<file path="src/rtl/rsb_pkg.sv">
// Shared types and constants for the clipped RLE sprite blitter.
`timescale 1ns / 1ps
package rsb_pkg;

	localparam int COORD_BITS = 12;
	localparam int QUEUE_DEPTH = 4;

	localparam logic [7:0] SKIP_FLAG = 8'h80;
	localparam logic [31:0] PREFIX_WORD = 32'h0000_0002;

	localparam logic [12:0] DEST_WIDTH_RST = 13'd320;
	localparam logic [12:0] DEST_HEIGHT_RST = 13'd200;

	typedef enum logic [1:0] {
		REG_DEST_WIDTH = 2'd0,
		REG_DEST_HEIGHT = 2'd1,
		REG_ORIGIN_X = 2'd2,
		REG_ORIGIN_Y = 2'd3
	} cfg_reg_t;

	typedef enum logic [2:0] {
		FS_HDR0,
		FS_HDR1,
		FS_HDR2,
		FS_HDR3,
		FS_BODY,
		FS_DONE
	} front_state_t;

	typedef struct packed {
		logic [7:0] data_byte;
		logic       first_byte;
	} in_item_t;

	typedef struct packed {
		logic [COORD_BITS-1:0] pixel_x;
		logic [COORD_BITS-1:0] pixel_y;
		logic [7:0]            pixel_color;
		logic                  write_enable;
		logic                  last;
	} out_item_t;

	// Work handed from the decoder to the clipping stage.
	typedef struct packed {
		logic        is_pix;
		logic        last;
		logic [15:0] col;
		logic [15:0] row;
		logic [7:0]  color;
	} rsb_item_t;

	typedef struct packed {
		logic [12:0] dest_width;
		logic [12:0] dest_height;
		logic [15:0] origin_x;
		logic [15:0] origin_y;
	} rsb_cfg_t;

endpackage

</file>
<file path="src/rtl/rsb_front.sv">
// Stream decoder: header parsing, run tracking and source position.
`timescale 1ns / 1ps
module rsb_front (
	input  logic               clk,
	input  logic               arst_n,
	input  logic               take,
	input  rsb_pkg::in_item_t  item,
	output logic               push,
	output rsb_pkg::rsb_item_t push_item
);

	rsb_pkg::front_state_t state_q, state_d;
	logic [23:0] hdr_q, hdr_d;
	logic        prefix_q, prefix_d;
	logic [15:0] width_q, width_d;
	logic [15:0] height_q, height_d;
	logic [15:0] col_q, col_d;
	logic [15:0] row_q, row_d;
	logic [7:0]  lit_q, lit_d;

	rsb_pkg::front_state_t cur;
	logic        cur_prefix;
	logic [7:0]  db;
	logic [31:0] hdr_word;
	logic [16:0] col_inc;
	logic [16:0] col_skip;
	logic [15:0] row_inc;
	logic [7:0]  skip_len;
	logic        is_skip;

	always_ff @(posedge clk or negedge arst_n) begin
		if (!arst_n) begin
			state_q <= rsb_pkg::FS_DONE;
			prefix_q <= 1'b0;
			lit_q <= '0;
		end else begin
			state_q <= state_d;
			prefix_q <= prefix_d;
			lit_q <= lit_d;
		end
	end

	always_ff @(posedge clk) begin
		hdr_q <= hdr_d;
		width_q <= width_d;
		height_q <= height_d;
		col_q <= col_d;
		row_q <= row_d;
	end

	assign db = item.data_byte;
	assign hdr_word = {db, hdr_q};
	assign col_inc = {1'b0, col_q} + 17'd1;
	assign skip_len = db - rsb_pkg::SKIP_FLAG;
	assign col_skip = {1'b0, col_q} + {10'd0, skip_len[6:0]};
	assign row_inc = (row_q != 16'hFFFF) ? row_q + 16'd1 : row_q;
	assign is_skip = db[7] && ({8'd0, skip_len} <= width_q);

	always_comb begin
		state_d = state_q;
		hdr_d = hdr_q;
		prefix_d = prefix_q;
		width_d = width_q;
		height_d = height_q;
		col_d = col_q;
		row_d = row_q;
		lit_d = lit_q;
		push = 1'b0;
		push_item = '0;
		push_item.col = col_q;
		push_item.row = row_q;
		push_item.color = (db != 8'd0) ? db : 8'd1;

		// A first byte restarts parsing whatever the current state.
		cur = item.first_byte ? rsb_pkg::FS_HDR0 : state_q;
		cur_prefix = item.first_byte ? 1'b0 : prefix_q;

		if (take) begin
			if (item.first_byte) begin
				prefix_d = 1'b0;
				lit_d = '0;
			end
			case (cur)
				rsb_pkg::FS_HDR0: begin
					hdr_d[7:0] = db;
					state_d = rsb_pkg::FS_HDR1;
				end
				rsb_pkg::FS_HDR1: begin
					hdr_d[15:8] = db;
					state_d = rsb_pkg::FS_HDR2;
				end
				rsb_pkg::FS_HDR2: begin
					hdr_d[23:16] = db;
					state_d = rsb_pkg::FS_HDR3;
				end
				rsb_pkg::FS_HDR3: begin
					if (!cur_prefix && hdr_word == rsb_pkg::PREFIX_WORD) begin
						// drop the prefix and parse the real header
						prefix_d = 1'b1;
						state_d = rsb_pkg::FS_HDR0;
					end else begin
						width_d = hdr_word[15:0];
						height_d = hdr_word[31:16];
						col_d = '0;
						row_d = '0;
						lit_d = '0;
						if (hdr_word[15:0] == 16'd0 || hdr_word[31:16] == 16'd0) begin
							state_d = rsb_pkg::FS_DONE;
							push = 1'b1;
							push_item.last = 1'b1;
						end else begin
							state_d = rsb_pkg::FS_BODY;
						end
					end
				end
				rsb_pkg::FS_BODY: begin
					if (lit_q != 8'd0) begin
						push = 1'b1;
						push_item.is_pix = 1'b1;
						lit_d = lit_q - 8'd1;
						if (col_inc >= {1'b0, width_q}) begin
							col_d = '0;
							row_d = row_inc;
						end else begin
							col_d = col_inc[15:0];
						end
					end else if (is_skip) begin
						// skip past the row end wraps into the next row once
						if (col_skip >= {1'b0, width_q}) begin
							col_d = 16'(col_skip - {1'b0, width_q});
							row_d = row_inc;
						end else begin
							col_d = col_skip[15:0];
						end
					end else begin
						lit_d = db;
					end
					if (lit_d == 8'd0 && row_d >= height_q) begin
						state_d = rsb_pkg::FS_DONE;
						push = 1'b1;
						push_item.last = 1'b1;
					end
				end
				rsb_pkg::FS_DONE: begin
					state_d = rsb_pkg::FS_DONE;
				end
				default: begin
					state_d = rsb_pkg::FS_DONE;
				end
			endcase
		end
	end

endmodule

</file>
<file path="src/rtl/rsb_queue.sv">
// Short queue between the decoder and the clipping stage.
`timescale 1ns / 1ps
module rsb_queue #(
	parameter int DEPTH = rsb_pkg::QUEUE_DEPTH
) (
	input  logic               clk,
	input  logic               arst_n,
	input  logic               push,
	input  rsb_pkg::rsb_item_t push_item,
	output logic               full,
	input  logic               pop,
	output logic               head_valid,
	output rsb_pkg::rsb_item_t head_item
);

	localparam int PTR_W = (DEPTH > 1) ? $clog2(DEPTH) : 1;
	localparam int CNT_W = $clog2(DEPTH + 1);

	rsb_pkg::rsb_item_t slots_q [DEPTH];
	logic [PTR_W-1:0] wr_ptr_q;
	logic [PTR_W-1:0] rd_ptr_q;
	logic [CNT_W-1:0] count_q;
	logic do_pop;

	assign full = (count_q == CNT_W'(DEPTH));
	assign head_valid = (count_q != '0);
	assign head_item = slots_q[rd_ptr_q];
	assign do_pop = pop && head_valid;

	always_ff @(posedge clk or negedge arst_n) begin
		if (!arst_n) begin
			wr_ptr_q <= '0;
			rd_ptr_q <= '0;
			count_q <= '0;
		end else begin
			if (push) begin
				wr_ptr_q <= (wr_ptr_q == PTR_W'(DEPTH - 1)) ? '0 : wr_ptr_q + 1'b1;
			end
			if (do_pop) begin
				rd_ptr_q <= (rd_ptr_q == PTR_W'(DEPTH - 1)) ? '0 : rd_ptr_q + 1'b1;
			end
			if (push && !do_pop) begin
				count_q <= count_q + 1'b1;
			end else if (!push && do_pop) begin
				count_q <= count_q - 1'b1;
			end
		end
	end

	always_ff @(posedge clk) begin
		if (push) begin
			slots_q[wr_ptr_q] <= push_item;
		end
	end

endmodule

</file>
<file path="src/rtl/rsb_back.sv">
// Clipping stage: places pixels on the destination and holds the result register.
`timescale 1ns / 1ps
module rsb_back (
	input  logic                clk,
	input  logic                arst_n,
	input  rsb_pkg::rsb_cfg_t   cfg,
	input  logic                head_valid,
	input  rsb_pkg::rsb_item_t  head_item,
	output logic                pop,
	output logic                out_valid,
	input  logic                out_stall,
	output rsb_pkg::out_item_t  out_data
);

	logic signed [17:0] x_s;
	logic signed [17:0] y_s;
	logic [16:0] x_u;
	logic [16:0] y_u;
	logic x_ok;
	logic y_ok;
	logic we;
	logic load;
	logic valid_q;
	rsb_pkg::out_item_t data_q;

	assign x_s = {{2{cfg.origin_x[15]}}, cfg.origin_x} + {2'b00, head_item.col};
	assign y_s = {{2{cfg.origin_y[15]}}, cfg.origin_y} + {2'b00, head_item.row};
	assign x_u = x_s[16:0];
	assign y_u = y_s[16:0];
	assign x_ok = !x_s[17] && (x_u < {4'd0, cfg.dest_width})
		&& (x_u[16:rsb_pkg::COORD_BITS] == '0);
	assign y_ok = !y_s[17] && (y_u < {4'd0, cfg.dest_height})
		&& (y_u[16:rsb_pkg::COORD_BITS] == '0);
	assign we = head_item.is_pix && x_ok && y_ok;

	// advance whenever the result register is free or being taken
	assign load = !valid_q || !out_stall;
	assign pop = load && head_valid;

	always_ff @(posedge clk or negedge arst_n) begin
		if (!arst_n) begin
			valid_q <= 1'b0;
		end else if (load) begin
			valid_q <= head_valid && (we || head_item.last);
		end
	end

	always_ff @(posedge clk) begin
		if (load) begin
			data_q.pixel_x <= we ? x_u[rsb_pkg::COORD_BITS-1:0] : '0;
			data_q.pixel_y <= we ? y_u[rsb_pkg::COORD_BITS-1:0] : '0;
			data_q.pixel_color <= we ? head_item.color : 8'd0;
			data_q.write_enable <= we;
			data_q.last <= head_item.last;
		end
	end

	assign out_valid = valid_q;
	assign out_data = data_q;

endmodule

</file>
<file path="src/rtl/rle_sprite_blit_clipped_core.sv">
// Clipped RLE sprite blitter top level: configuration registers and stage wiring.
//
// Input channel (in_valid/in_stall/in_data) takes one sprite stream byte per
// transfer; first_byte restarts header parsing. Bytes that arrive while no
// sprite is open are dropped. Output channel (out_valid/out_stall/out_data)
// carries one result per pixel write that lands on the destination, and one
// marked last for the byte that completes the image.
// Configuration: cfg_write with cfg_index selects dest_width, dest_height,
// origin_x, origin_y; write only while no byte is in flight.
// Throughput: one byte per cycle while in_stall is low; the decoder handles
// each byte combinationally, and the clipping stage drains the queue at one
// entry per cycle while the receiver does not stall. A result is written to
// a queue slot as its byte transfers, then to the result register (out_data).
// When the receiver stalls, the result register holds and the queue
// (QUEUE_DEPTH entries) fills; in_stall rises once it is full.
// Reset clears the queue, the result register and the decoder, which then
// waits for a first byte; configuration returns to 320 x 200 at origin 0,0.
`timescale 1ns / 1ps
module rle_sprite_blit_clipped_core #(
	parameter int QUEUE_DEPTH = rsb_pkg::QUEUE_DEPTH
) (
	input  logic               clk,
	input  logic               arst_n,
	input  logic               in_valid,
	output logic               in_stall,
	input  rsb_pkg::in_item_t  in_data,
	output logic               out_valid,
	input  logic               out_stall,
	output rsb_pkg::out_item_t out_data,
	input  logic               cfg_write,
	input  logic [1:0]         cfg_index,
	input  logic [15:0]        cfg_data
);

	rsb_pkg::rsb_cfg_t cfg_q;
	logic take;
	logic push;
	logic full;
	logic pop;
	logic head_valid;
	rsb_pkg::rsb_item_t push_item;
	rsb_pkg::rsb_item_t head_item;

	always_ff @(posedge clk or negedge arst_n) begin
		if (!arst_n) begin
			cfg_q.dest_width <= rsb_pkg::DEST_WIDTH_RST;
			cfg_q.dest_height <= rsb_pkg::DEST_HEIGHT_RST;
			cfg_q.origin_x <= '0;
			cfg_q.origin_y <= '0;
		end else if (cfg_write) begin
			case (rsb_pkg::cfg_reg_t'(cfg_index))
				rsb_pkg::REG_DEST_WIDTH: cfg_q.dest_width <= cfg_data[12:0];
				rsb_pkg::REG_DEST_HEIGHT: cfg_q.dest_height <= cfg_data[12:0];
				rsb_pkg::REG_ORIGIN_X: cfg_q.origin_x <= cfg_data;
				rsb_pkg::REG_ORIGIN_Y: cfg_q.origin_y <= cfg_data;
				default: begin
				end
			endcase
		end
	end

	assign in_stall = full;
	assign take = in_valid && !full;

	rsb_front u_front (
		.clk       (clk),
		.arst_n    (arst_n),
		.take      (take),
		.item      (in_data),
		.push      (push),
		.push_item (push_item)
	);

	rsb_queue #(
		.DEPTH (QUEUE_DEPTH)
	) u_queue (
		.clk        (clk),
		.arst_n     (arst_n),
		.push       (push),
		.push_item  (push_item),
		.full       (full),
		.pop        (pop),
		.head_valid (head_valid),
		.head_item  (head_item)
	);

	rsb_back u_back (
		.clk        (clk),
		.arst_n     (arst_n),
		.cfg        (cfg_q),
		.head_valid (head_valid),
		.head_item  (head_item),
		.pop        (pop),
		.out_valid  (out_valid),
		.out_stall  (out_stall),
		.out_data   (out_data)
	);

endmodule

</file>
<file path="config.mk">
export PLATFORM = sky130hd
export DESIGN_NAME = rle_sprite_blit_clipped_core
export DESIGN_NICKNAME = d
export VERILOG_FILES = /design/src/rtl/rsb_pkg.sv /design/src/rtl/rsb_front.sv /design/src/rtl/rsb_queue.sv /design/src/rtl/rsb_back.sv /design/src/rtl/rle_sprite_blit_clipped_core.sv
export SDC_FILE = /design/constraint.sdc
export NUM_CORES = 1
export LEC_CHECK = 0
export BUFFER_PORTS_ARGS = -buffer_cell sky130_fd_sc_hd__buf_2
export CAP_MARGIN = 20
export CORE_MARGIN = 4
export CORE_UTILIZATION = 65
export DETAILED_ROUTE_END_ITERATION = 10
export GPL_ROUTABILITY_DRIVEN = 0
export PLACE_DENSITY = 0.83
export SETUP_SLACK_MARGIN = 0.05
export SYNTH_ARGS = -nofsm -noshare
export SYNTH_HDL_FRONTEND = slang
export SYNTH_SLANG_ARGS = --single-unit
</file>
<file path="constraint.sdc">
create_clock -name clk -period 10.9 [get_ports clk]
set_clock_uncertainty 0.1 [all_clocks]
set_input_delay 0 -clock clk [delete_from_list [all_inputs] [get_ports clk]]
set_output_delay 0 -clock clk [all_outputs]
set_load 0.03 [all_outputs]
</file>
==> results of run 1 <==
stage by stage:
step	total power, mW	cells	hold WS (ns)
2_1_floorplan	3.14	1481	-0.396
3_3_place_gp	3.53	1892	0.159
3_5_place_dp	3.59	1893	0.163
4_1_cts	4.89	2008	0.162
5_1_grt	5.20	2015	0.214
6_report	4.92	2015	0.217
layout make-up:
cell class | instances | area (sq um) | area share
clock inverters | 24 | 210 | 0.00970
repair buffers | 132 | 1020 | 0.0470
flip-flops and latches | 368 | 10700 | 0.492
multi-input cells | 978 | 7960 | 0.367
inverters | 85 | 319 | 0.0147
well taps | 384 | 480 | 0.0222
clock buffers | 44 | 1010 | 0.0468
worst max-delay path: cells and delay by family, from the launching register on:
family / cells / cell delay [ns]
simple gates: 11 / 2.23
compound gates: 8 / 1.90
fa+ha+maj: 6 / 1.88
flops: 1 / 0.54
xor+xnor: 2 / 0.33
buf+inv: 2 / 0.30
mux: 1 / 0.26
power breakdown:
part	total [mW]	leakage [nW]	internal, mW	switching (mW)
logic	1.90	4.39	0.794	1.10
registers	1.74	3.59	1.65	0.0894
clock network	1.28	0.601	0.741	0.534
total	4.92	8.58	3.19	1.73
cells in the mapped netlist, types with 8 or more instances:
cell type / instances / area share
nor2_1: 74 / 0.015
a21o_1: 30 / 0.012
inv_1: 85 / 0.017
and2_1: 16 / 0.0052
o21ai_0: 53 / 0.014
nor4_1: 16 / 0.0052
xor2_1: 27 / 0.012
clkbuf_1: 34 / 0.0067
edfxtp_1: 290 / 0.46
o21a_1: 10 / 0.0039
nand4_1: 25 / 0.0082
a211oi_1: 16 / 0.0063
buf_2: 8 / 0.0021
nor3_1: 24 / 0.0063
ha_1: 131 / 0.086
mux2_2: 53 / 0.031
nand3_1: 36 / 0.0094
and3_1: 47 / 0.015
mux2i_1: 14 / 0.0073
nand2_1: 83 / 0.016
mux4_2: 42 / 0.049
o2bb2ai_1: 9 / 0.0041
nand2b_1: 24 / 0.0078
nor2b_1: 11 / 0.0036
xnor2_1: 51 / 0.023
a21oi_1: 73 / 0.019
dfrtp_1: 71 / 0.093
layer usage:
| layer | track usage | wire, microns | part of all wire |
|---|---|---|---|
| met1 | 0.375 | 18100 | 0.41 |
| met2 | 0.452 | 21900 | 0.49 |
| met3 | 0.0358 | 2950 | 0.066 |
| met4 | 0.0978 | 1760 | 0.039 |
| met5 | 0 | 13 | 0.00029 |
worst max path at each step:
stage                     depth (start not counted)  slack, ns                      startpoint                         endpoint
after floorplan                                  28       4.05  u_front.col_q[0]$_SDFFCE_PP0P_  u_queue.slots_q[3][0]$_DFFE_PP_
after global placement                           30       3.55  u_front.col_q[0]$_SDFFCE_PP0P_   u_queue.count_q[1]$_DFFE_PN0P_
after detailed placement                         30       3.33  u_front.col_q[0]$_SDFFCE_PP0P_   u_queue.count_q[1]$_DFFE_PN0P_
after CTS                                        30       3.29  u_front.col_q[0]$_SDFFCE_PP0P_   u_queue.count_q[1]$_DFFE_PN0P_
after global routing                             29       2.58  u_front.col_q[0]$_SDFFCE_PP0P_   u_queue.count_q[1]$_DFFE_PN0P_
final                                            30       3.21  u_front.col_q[0]$_SDFFCE_PP0P_   u_queue.count_q[1]$_DFFE_PN0P_
flip-flops by register name, indices dropped and copies added, names as in the netlist:
signal	flops
cfg_q	58
u_front.lit_q	8
u_front.col_q	16
u_front.state_q	3
u_front.hdr_q	24
u_back.out_valid	1
u_front.row_q	16
u_queue.slots_q	168
u_queue.rd_ptr_q	2
u_queue.count_q	3
u_front.prefix_q	1
u_back.out_data	34
u_queue.wr_ptr_q	2
u_front.width_q	16
u_front.height_q	16
logic make-up after synthesis:
family | Yosys count | share of synthesized area
AO/OA/AOI/OAI | 267 | 0.0937
XOR/XNOR | 78 | 0.0357
adder cells (fa/ha/maj) | 136 | 0.0909
buffers and inverters | 135 | 0.0278
flip-flops | 368 | 0.558
multiplexers | 111 | 0.0895
AND/OR/NAND/NOR | 386 | 0.105
==> impl_metrics.yaml, run 1 <==
layout:
  diodes: 0
  drive_gt1_frac: 0.167
  final_core_util: 0.751
  layout_commonest_cell: "edfxtp_1"
  fillCellCount: 1776
  final_cell_mix: "edfxtp_1 (290), ha_1 (131), inv_1 (85)"
  design_area_sq_um: 21700
  area_growth_pct: 13.3
  fin_nets: 1770
sta:
  slew_viol_final: 0
  fmax_ghz: 0.130
  slew_headroom: 0.370
  post-route-period-util: 0.706
  rsz0062_at_grt: "false"
  period_minus_slack_ns: 7.69
  hold_violations: 0
  finalSetupTns_ns: 0
  tightest_slew_ns: 0.943
  setup_slack_ns: 3.21
  setup_viol: 0
worst_setup_path:
  crit_top_cell: "ha_1"
  cpPeakStageDelay_ns: 0.54
  endpoint_kind: "flip-flop"
  arrival_ns: 8.00
  cp.required_ns: 11.20
  worstReg2RegStart: "u_front.col_q[0]$_SDFFCE_PP0P_"
  reg2reg_setup_slack_ns: 3.21
  slowest_stage: "edfxtp_1"
  crit_type: "reg -> reg"
  r2r_end: "u_queue.count_q[1]$_DFFE_PN0P_"
  path_max_fanout: 23
  ff2ff_path_depth: 30
  startpoint_type: "flip-flop"
route:
  post_drt_via_cell_ratio: 6.38
  final_antenna_net_count: 0
  route.vias.total: 12850
  first_pass_iters: 5
  route.detailed.drc: 0
  drt-initial-drc-count: 1202
  wl_mm: 44.7
  wl_per_cell_microns: 22.2
placement:
  place_hpwl_mm: 29.2
  post-place-ws_ns: 3.33
  port-buffer-count: 67
  place_area_sq_um: 19900
synthesis:
  ys.flop_type: "edfxtp_1"
  synth-seq-cells: 368
  avgSynthCellArea_sq_um: 12.9
  syn_nets: 1649
  synth-edff-count: 290
  synth_area_sq_um: 19100
  syn-instance-count: 1481
  async_flop_share: 0.212
  yosysWarningCount: 0
  synth-seq-area-share: 0.558
  synth_cell_type_count: 80
cts:
  postCtsHoldBufs: 47
  cts_max_level: 2
  cts.sinks: 368
  cts_resized: 0
  root_buffer: "clkbuf_16"
  clk_latency_ns: 0.53
  clockBufferDepth: 3
  cts_tree: "yes"
  path_clk_slew_ns: 0.06
  cts_inserted_buffers: 37
  post_cts_buffers: 0
floorplanning:
  ioPinCount: 68
  die_y_microns: 180
  start_util: 0.663
  num_rows: 62
  die_w_microns: 180
  dieArea_sq_um: 32200
  core_area_sq_um: 28900
min_path:
  worst_hold_path_type: "in -> reg"
  hold_depth: 3
  hold_end: "cfg_q[14]$_DFFE_PN0P_"
  min-delay-start: "cfg_data[14]"
flow_run:
  cap_violations: 0
grt:
  grt_antenna_before_repair: 1
  gr-total-overflow: 0
  grt_pass1_wl_mm: 70.6
  grt_use_total: 0.272
  grt_max_degree: 79
  grt_pass1_vias: 12766
power:
  p_per_area_nw_per_um2: 227
  power_leakage_nw: 8.58
  irDropWorstVdd_v: 0.000164
status:
  status: "finished, final reports clean"
(Power assumes the default switching activity.)
==> inputs of run 2 (changes only) <==
--- a/config.mk
+++ b/config.mk
@@ -8,10 +8,10 @@
 export BUFFER_PORTS_ARGS = -buffer_cell sky130_fd_sc_hd__buf_2
 export CAP_MARGIN = 20
 export CORE_MARGIN = 4
-export CORE_UTILIZATION = 65
+export CORE_UTILIZATION = 57
 export DETAILED_ROUTE_END_ITERATION = 10
 export GPL_ROUTABILITY_DRIVEN = 0
-export PLACE_DENSITY = 0.83
+export PLACE_DENSITY = 0.77
 export SETUP_SLACK_MARGIN = 0.05
 export SYNTH_ARGS = -nofsm -noshare
 export SYNTH_HDL_FRONTEND = slang
==> constraint.sdc (replaced) <==
create_clock -name clk -period 6.45 [get_ports clk]
set_clock_uncertainty 0.1 [all_clocks]
set_input_delay 0 -clock clk [delete_from_list [all_inputs] [get_ports clk]]
set_output_delay 0 -clock clk [all_outputs]
set_load 0.03 [all_outputs]
==> run 2 against run 1 <==
The flow now finishes with violations (setup timing). Non-clock buffer count grew 51. Global-route usage is 2.4 points lower. Core utilization decreased by 7.1 points. Design area is 3.1% higher. Total power is 72% higher. Wire length is 4.2% higher. Hold slack lost 0.0042 ns. Clock-buffer cell count up 5. Die area grew 13%. Via count up 1.3%. Critical path depth unchanged. Largest power group unchanged.
==> impl_metrics.yaml, run 2 (synthesis results as in run 1) <==
route:
  final_antenna_net_count: 0
  wl_mm: 46.5
  post_drt_via_cell_ratio: 6.12
  wl_per_cell_microns: 21.9
  route.vias.total: 13015
  route.detailed.drc: 0
  first_pass_iters: 7
  drt-initial-drc-count: 1169
sta:
  period_minus_slack_ns: 6.49
  holdWs_ns: 0.213
  hold_violations: 0
  tightest_slew_ns: 1.08
  post-route-period-util: 1.01
  slew_viol_final: 0
  setup_slack_ns: -0.0393
  setup_viol: 1
  fmax_ghz: 0.154
  rsz0062_at_grt: "true"
  slew_headroom: 0.278
worst_setup_path:
  crit_type: "reg -> reg"
  arrival_ns: 6.79
  path_max_fanout: 5
  ff2ff_path_depth: 30
  cp.required_ns: 6.75
  endpoint_kind: "flip-flop"
  startpoint_type: "flip-flop"
  cpPeakStageDelay_ns: 0.41
  slowest_stage: "edfxtp_1"
power:
  power_leakage_nw: 8.91
  irDropWorstVdd_v: 0.000275
  power_mw: 8.46
  p_per_area_nw_per_um2: 378
cts:
  cts_inserted_buffers: 38
  clockBufferDepth: 3
  cts_tree: "yes"
  root_buffer: "clkbuf_16"
  cts_max_level: 2
  cts.sinks: 368
  clk_latency_ns: 0.53
  path_clk_slew_ns: 0.06
floorplanning:
  ioPinCount: 68
  core_area_sq_um: 32900
  die_w_microns: 191
  start_util: 0.582
  num_rows: 66
  die_y_microns: 191
  dieArea_sq_um: 36600
layout:
  largest_reg_flops: 168
  post_layout_nonfiller_instances: 2125
  final_core_util: 0.680
  multi_input_area_sq_um: 8100
  fin_nets: 1822
  final_cell_mix: "edfxtp_1 (290), ha_1 (129), inv_1 (85)"
  layout_commonest_cell: "edfxtp_1"
  seq_area_sq_um: 10700
  largest_register: "u_queue.slots_q"
  area_growth_pct: 16.8
  fillCellCount: 2266
  drive_gt1_frac: 0.212
  diodes: 0
placement:
  place_hpwl_mm: 31.2
  post-place-cells: 2003
  port-buffer-count: 67
  post-place-ws_ns: -0.292
status:
  violations: "setup timing"
  status: "complete, but fails checks"
min_path:
  hold_depth: 3
  worst_hold_path_type: "in -> reg"
grt:
  grt_max_degree: 58
  grt_pass1_vias: 12981
  grt_antenna_before_repair: 0
  grt_pass1_wl_mm: 71.1
  grt_use_total: 0.248
  gr-total-overflow: 0
flow_run:
  cap_violations: 0
==> run 2: repair_timing <==
item | 4_1_cts | 5_1_grt
pin swaps | 2 | 8
hold buffers | 35 | 0
resized for setup | 10 | 19
endpoints found under the setup margin | 170 | 189
gates cloned | 0 | 8
endpoints found under the hold margin | 204 | 0
buffers inserted | 1 | 8
==> run 2: through the flow <==
step	TNS (ns)	instance area, sq um
finish	-0.0393	22300
CTS	0	22100
floorplan	0	19200
global placement	-0.00824	20400
detailed placement	-22.25	20400
global route	-7.64	22300
==> run 2: where the power goes <==
group          internal (mW)  total, mW  switching (mW)
sequential              2.79       2.93           0.142
combinational           1.40       3.30            1.90
clock                   1.32       2.23           0.907
==> run 2: layout make-up <==
type                            instances  area share
Clock buffer                           49      0.0471
Clock inverter                         20     0.00963
Inverter                               85      0.0143
Multi-Input combinational cell        978       0.362
Sequential cell                       368       0.477
Tap cell                              442      0.0247
Timing Repair Buffer                  183      0.0643
==> run 2: final timing paths <==
kind                       slack [ns]                              to                            from
max                             -0.04  u_queue.count_q[1]$_DFFE_PN0P_  u_front.col_q[0]$_SDFFCE_PP0P_
min                              0.21           cfg_q[15]$_DFFE_PN0P_                    cfg_data[15]
max reg2reg                     -0.04  u_queue.count_q[1]$_DFFE_PN0P_  u_front.col_q[0]$_SDFFCE_PP0P_
min reg2reg                      0.35    u_front.width_q[5]$_DFFE_PP_      u_front.hdr_q[5]$_DFFE_PP_
max in group asynchronous        4.50            cfg_q[9]$_DFFE_PN0P_                          arst_n
min in group asynchronous        0.42           cfg_q[53]$_DFFE_PN1P_                          arst_n
==> run 2: routing by layer <==
metal  global-route usage  part of all wire  up-vias
met4               0.0909             0.035        0
met1                0.340              0.41     6408
met5                    0                 0        -
met3               0.0329             0.063      104
li1                     -                 -     5956
met2                0.411              0.49      547
==> run 2: critical path, delay by kind of cell, from the launching register on <==
| kind | cells | cell delay [ns] |
|---|---|---|
| flip-flops | 1 | 0.41 |
| multiplexers | 1 | 0.27 |
| AND/OR/NAND/NOR | 7 | 0.94 |
| AO/OA/AOI/OAI | 11 | 2.19 |
| adder cells (fa/ha/maj) | 6 | 1.72 |
| buffers and inverters | 3 | 0.37 |
| XOR/XNOR | 2 | 0.34 |
==> inputs of run 3 (changes only) <==
--- a/config.mk
+++ b/config.mk
@@ -8,10 +8,11 @@
 export BUFFER_PORTS_ARGS = -buffer_cell sky130_fd_sc_hd__buf_2
 export CAP_MARGIN = 20
 export CORE_MARGIN = 4
-export CORE_UTILIZATION = 57
+export CORE_UTILIZATION = 65
 export DETAILED_ROUTE_END_ITERATION = 10
 export GPL_ROUTABILITY_DRIVEN = 0
-export PLACE_DENSITY = 0.77
+export PLACE_DENSITY = 0.83
+export REMOVE_ABC_BUFFERS = 1
 export SETUP_SLACK_MARGIN = 0.05
 export SYNTH_ARGS = -nofsm -noshare
 export SYNTH_HDL_FRONTEND = slang
==> constraint.sdc (replaced) <==
create_clock -name clk -period 7.6 [get_ports clk]
set_clock_uncertainty 0.1 [all_clocks]
set_input_delay 0 -clock clk [delete_from_list [all_inputs] [get_ports clk]]
set_output_delay 0 -clock clk [all_outputs]
set_load 0.03 [all_outputs]
==> run 3 against run 2 <==
The run now ends clean. Clock-buffer cell count rose by 1. Clock power down 15%. Design area fell by 2.1%. Die area decreased by 12%. Worst setup slack improved by 0.43 ns. Hold slack worse by 0.0029 ns. Wire length fell by 3.1%. Non-clock buffer count fell by 32. Final cell count is 4.2% lower. Combinational power decreased by 18%. Sequential cell count unchanged. Sequential share of layout area grew 1.0 points.
==> impl_metrics.yaml, run 3 (synthesis results as in run 1) <==
cts:
  path_clk_slew_ns: 0.07
  clockBufferDepth: 3
  cts.sinks: 368
  root_buffer: "clkbuf_16"
  clk_latency_ns: 0.53
  cts_max_level: 2
  cts_inserted_buffers: 39
  post_cts_buffers: 0
  cts_tree: "yes"
route:
  post_drt_via_cell_ratio: 6.33
  route.detailed.drc: 0
  final_antenna_net_count: 0
  wl_met3_mm: 2.75
  first_pass_iters: 5
  drt-initial-drc-count: 1221
  highest_layer: "met4"
  wl_met1_mm: 18.1
  wl_per_cell_microns: 22.2
  route.vias.total: 12881
  wl_mm: 45.1
  route.met2.wl_mm: 22.3
power:
  clock_power_share: 0.266
  seqPwrFrac: 0.357
  power_leakage_nw: 8.68
  power.internal_mw: 4.66
  switchingPower_mw: 2.46
  p_per_area_nw_per_um2: 326
  irDropWorstVdd_v: 0.000233
  p_comb_frac: 0.377
  power_mw: 7.13
  switching_share: 0.346
sta:
  tightest_slew_ns: 0.953
  slew_headroom: 0.363
  setup_viol: 0
  rsz0062_at_grt: "false"
  period_minus_slack_ns: 7.21
  hold_violations: 0
  slew_viol_final: 0
  post-route-period-util: 0.948
  finalSetupTns_ns: 0
  setup_slack_ns: 0.394
  fmax_ghz: 0.139
worst_setup_path:
  slowest_stage: "fa_1"
  cp.required_ns: 7.92
  startpoint_type: "flip-flop"
  path_max_fanout: 7
  endpoint_kind: "flip-flop"
  crit_top_cell: "ha_1"
  cpPeakStageDelay_ns: 0.42
  arrival_ns: 7.52
  crit_type: "reg -> reg"
layout:
  fillCellCount: 1753
  fin_nets: 1791
  drive_gt1_frac: 0.174
  largest_register: "u_queue.slots_q"
  final_core_util: 0.758
  area_growth_pct: 14.3
  largest_reg_flops: 168
  final_cell_mix: "edfxtp_1 (290), ha_1 (130), inv_1 (85)"
  post_layout_nonfiller_instances: 2036
  layout_commonest_cell: "edfxtp_1"
  diodes: 0
grt:
  grt_pass1_vias: 13117
  gr-total-overflow: 0
  grt_max_degree: 54
  grt_use_total: 0.279
  grt_antenna_before_repair: 0
  grt_pass1_wl_mm: 72.0
floorplanning:
  die_y_microns: 180
  num_rows: 62
  start_util: 0.663
  die_w_microns: 180
  dieArea_sq_um: 32200
  ioPinCount: 68
  core_area_sq_um: 28900
placement:
  place_hpwl_mm: 30.1
  port-buffer-count: 67
  post-place-ws_ns: 0.201
  post-place-cells: 1909
status:
  status: "finished, final reports clean"
flow_run:
  cap_violations: 0
min_path:
  worst_hold_path_type: "in -> reg"
-- run 3: changes by cell type in the layout (fill, tap and decap cells not counted), sizes merged --
cell / before / now
dlygate4sd3: 35 / 55
clkinv: 10 / 11
clkinvlp: 3 / 4
buf: 144 / 96
inv: 88 / 86
clkbuf: 53 / 50
-- run 3: final timing paths --
kind	startpoint	end	slack (ns)	cells after the start
setup / recovery	u_front.col_q[0]$_SDFFCE_PP0P_	u_queue.count_q[1]$_DFFE_PN0P_	0.39	28
hold / removal	cfg_data[13]	cfg_q[13]$_DFFE_PN0P_	0.21	3
setup reg to reg	u_front.col_q[0]$_SDFFCE_PP0P_	u_queue.count_q[1]$_DFFE_PN0P_	0.39	28
hold reg to reg	u_front.hdr_q[17]$_DFFE_PP_	u_front.height_q[1]$_DFFE_PP_	0.34	0
max in group asynchronous	arst_n	cfg_q[24]$_DFFE_PN0P_	5.80	5
min in group asynchronous	arst_n	cfg_q[51]$_DFFE_PN1P_	0.46	3
-- run 3: timing repair --
item | in CTS | in global routing
endpoints found under the hold margin | 206 | 0
gates resized for setup | 0 | 9
hold buffers | 55 | 0
endpoints found under the setup margin | 0 | 170
-- run 3: routing by layer --
layer,vias to the layer above,GRT usage
met5,-,0
met4,0,0.106
met3,132,0.0441
met2,558,0.475
met1,6290,0.365
li1,5901,-
-- run 3: cell type report --
type / instances / area, sq um / area share
inverters: 85 / 319 / 0.0146
clock buffers: 50 / 1080 / 0.0494
repair buffers: 151 / 1140 / 0.0521
multi-input cells: 978 / 7980 / 0.365
clock inverters: 20 / 210 / 0.00961
well taps: 384 / 480 / 0.0220
flip-flops and latches: 368 / 10700 / 0.488
-- run 3: power groups by stage --
stage	combinational, mW	clock, mW	sequential (mW)
after floorplan	1.83	0	2.65
after detailed placement	2.57	0	2.58
final	2.69	1.89	2.55
after CTS	2.63	1.92	2.54
after global placement	2.48	0	2.57
after global routing	2.95	2.01	2.57
-- run 3: worst max-delay path: cells and delay by family, from the launching register on --
kind	cells	cell delay [ns]
AOI/OAI and AO/OA	8	1.81
xor gates and xnor gates	2	0.26
adders and majority gates	6	1.85
buffers and inverters	1	0.08
DFF	1	0.41
muxes	1	0.27
and+or+nand+nor	10	2.31
-- run 3: stage by stage --
step / hold slack (ns) / area (sq um)
6_report: 0.210 / 21900
3_5_place_dp: -0.158 / 20000
4_1_cts: 0.195 / 21800
2_1_floorplan: -0.396 / 18900
5_1_grt: 0.222 / 21900
3_3_place_gp: -0.168 / 20000
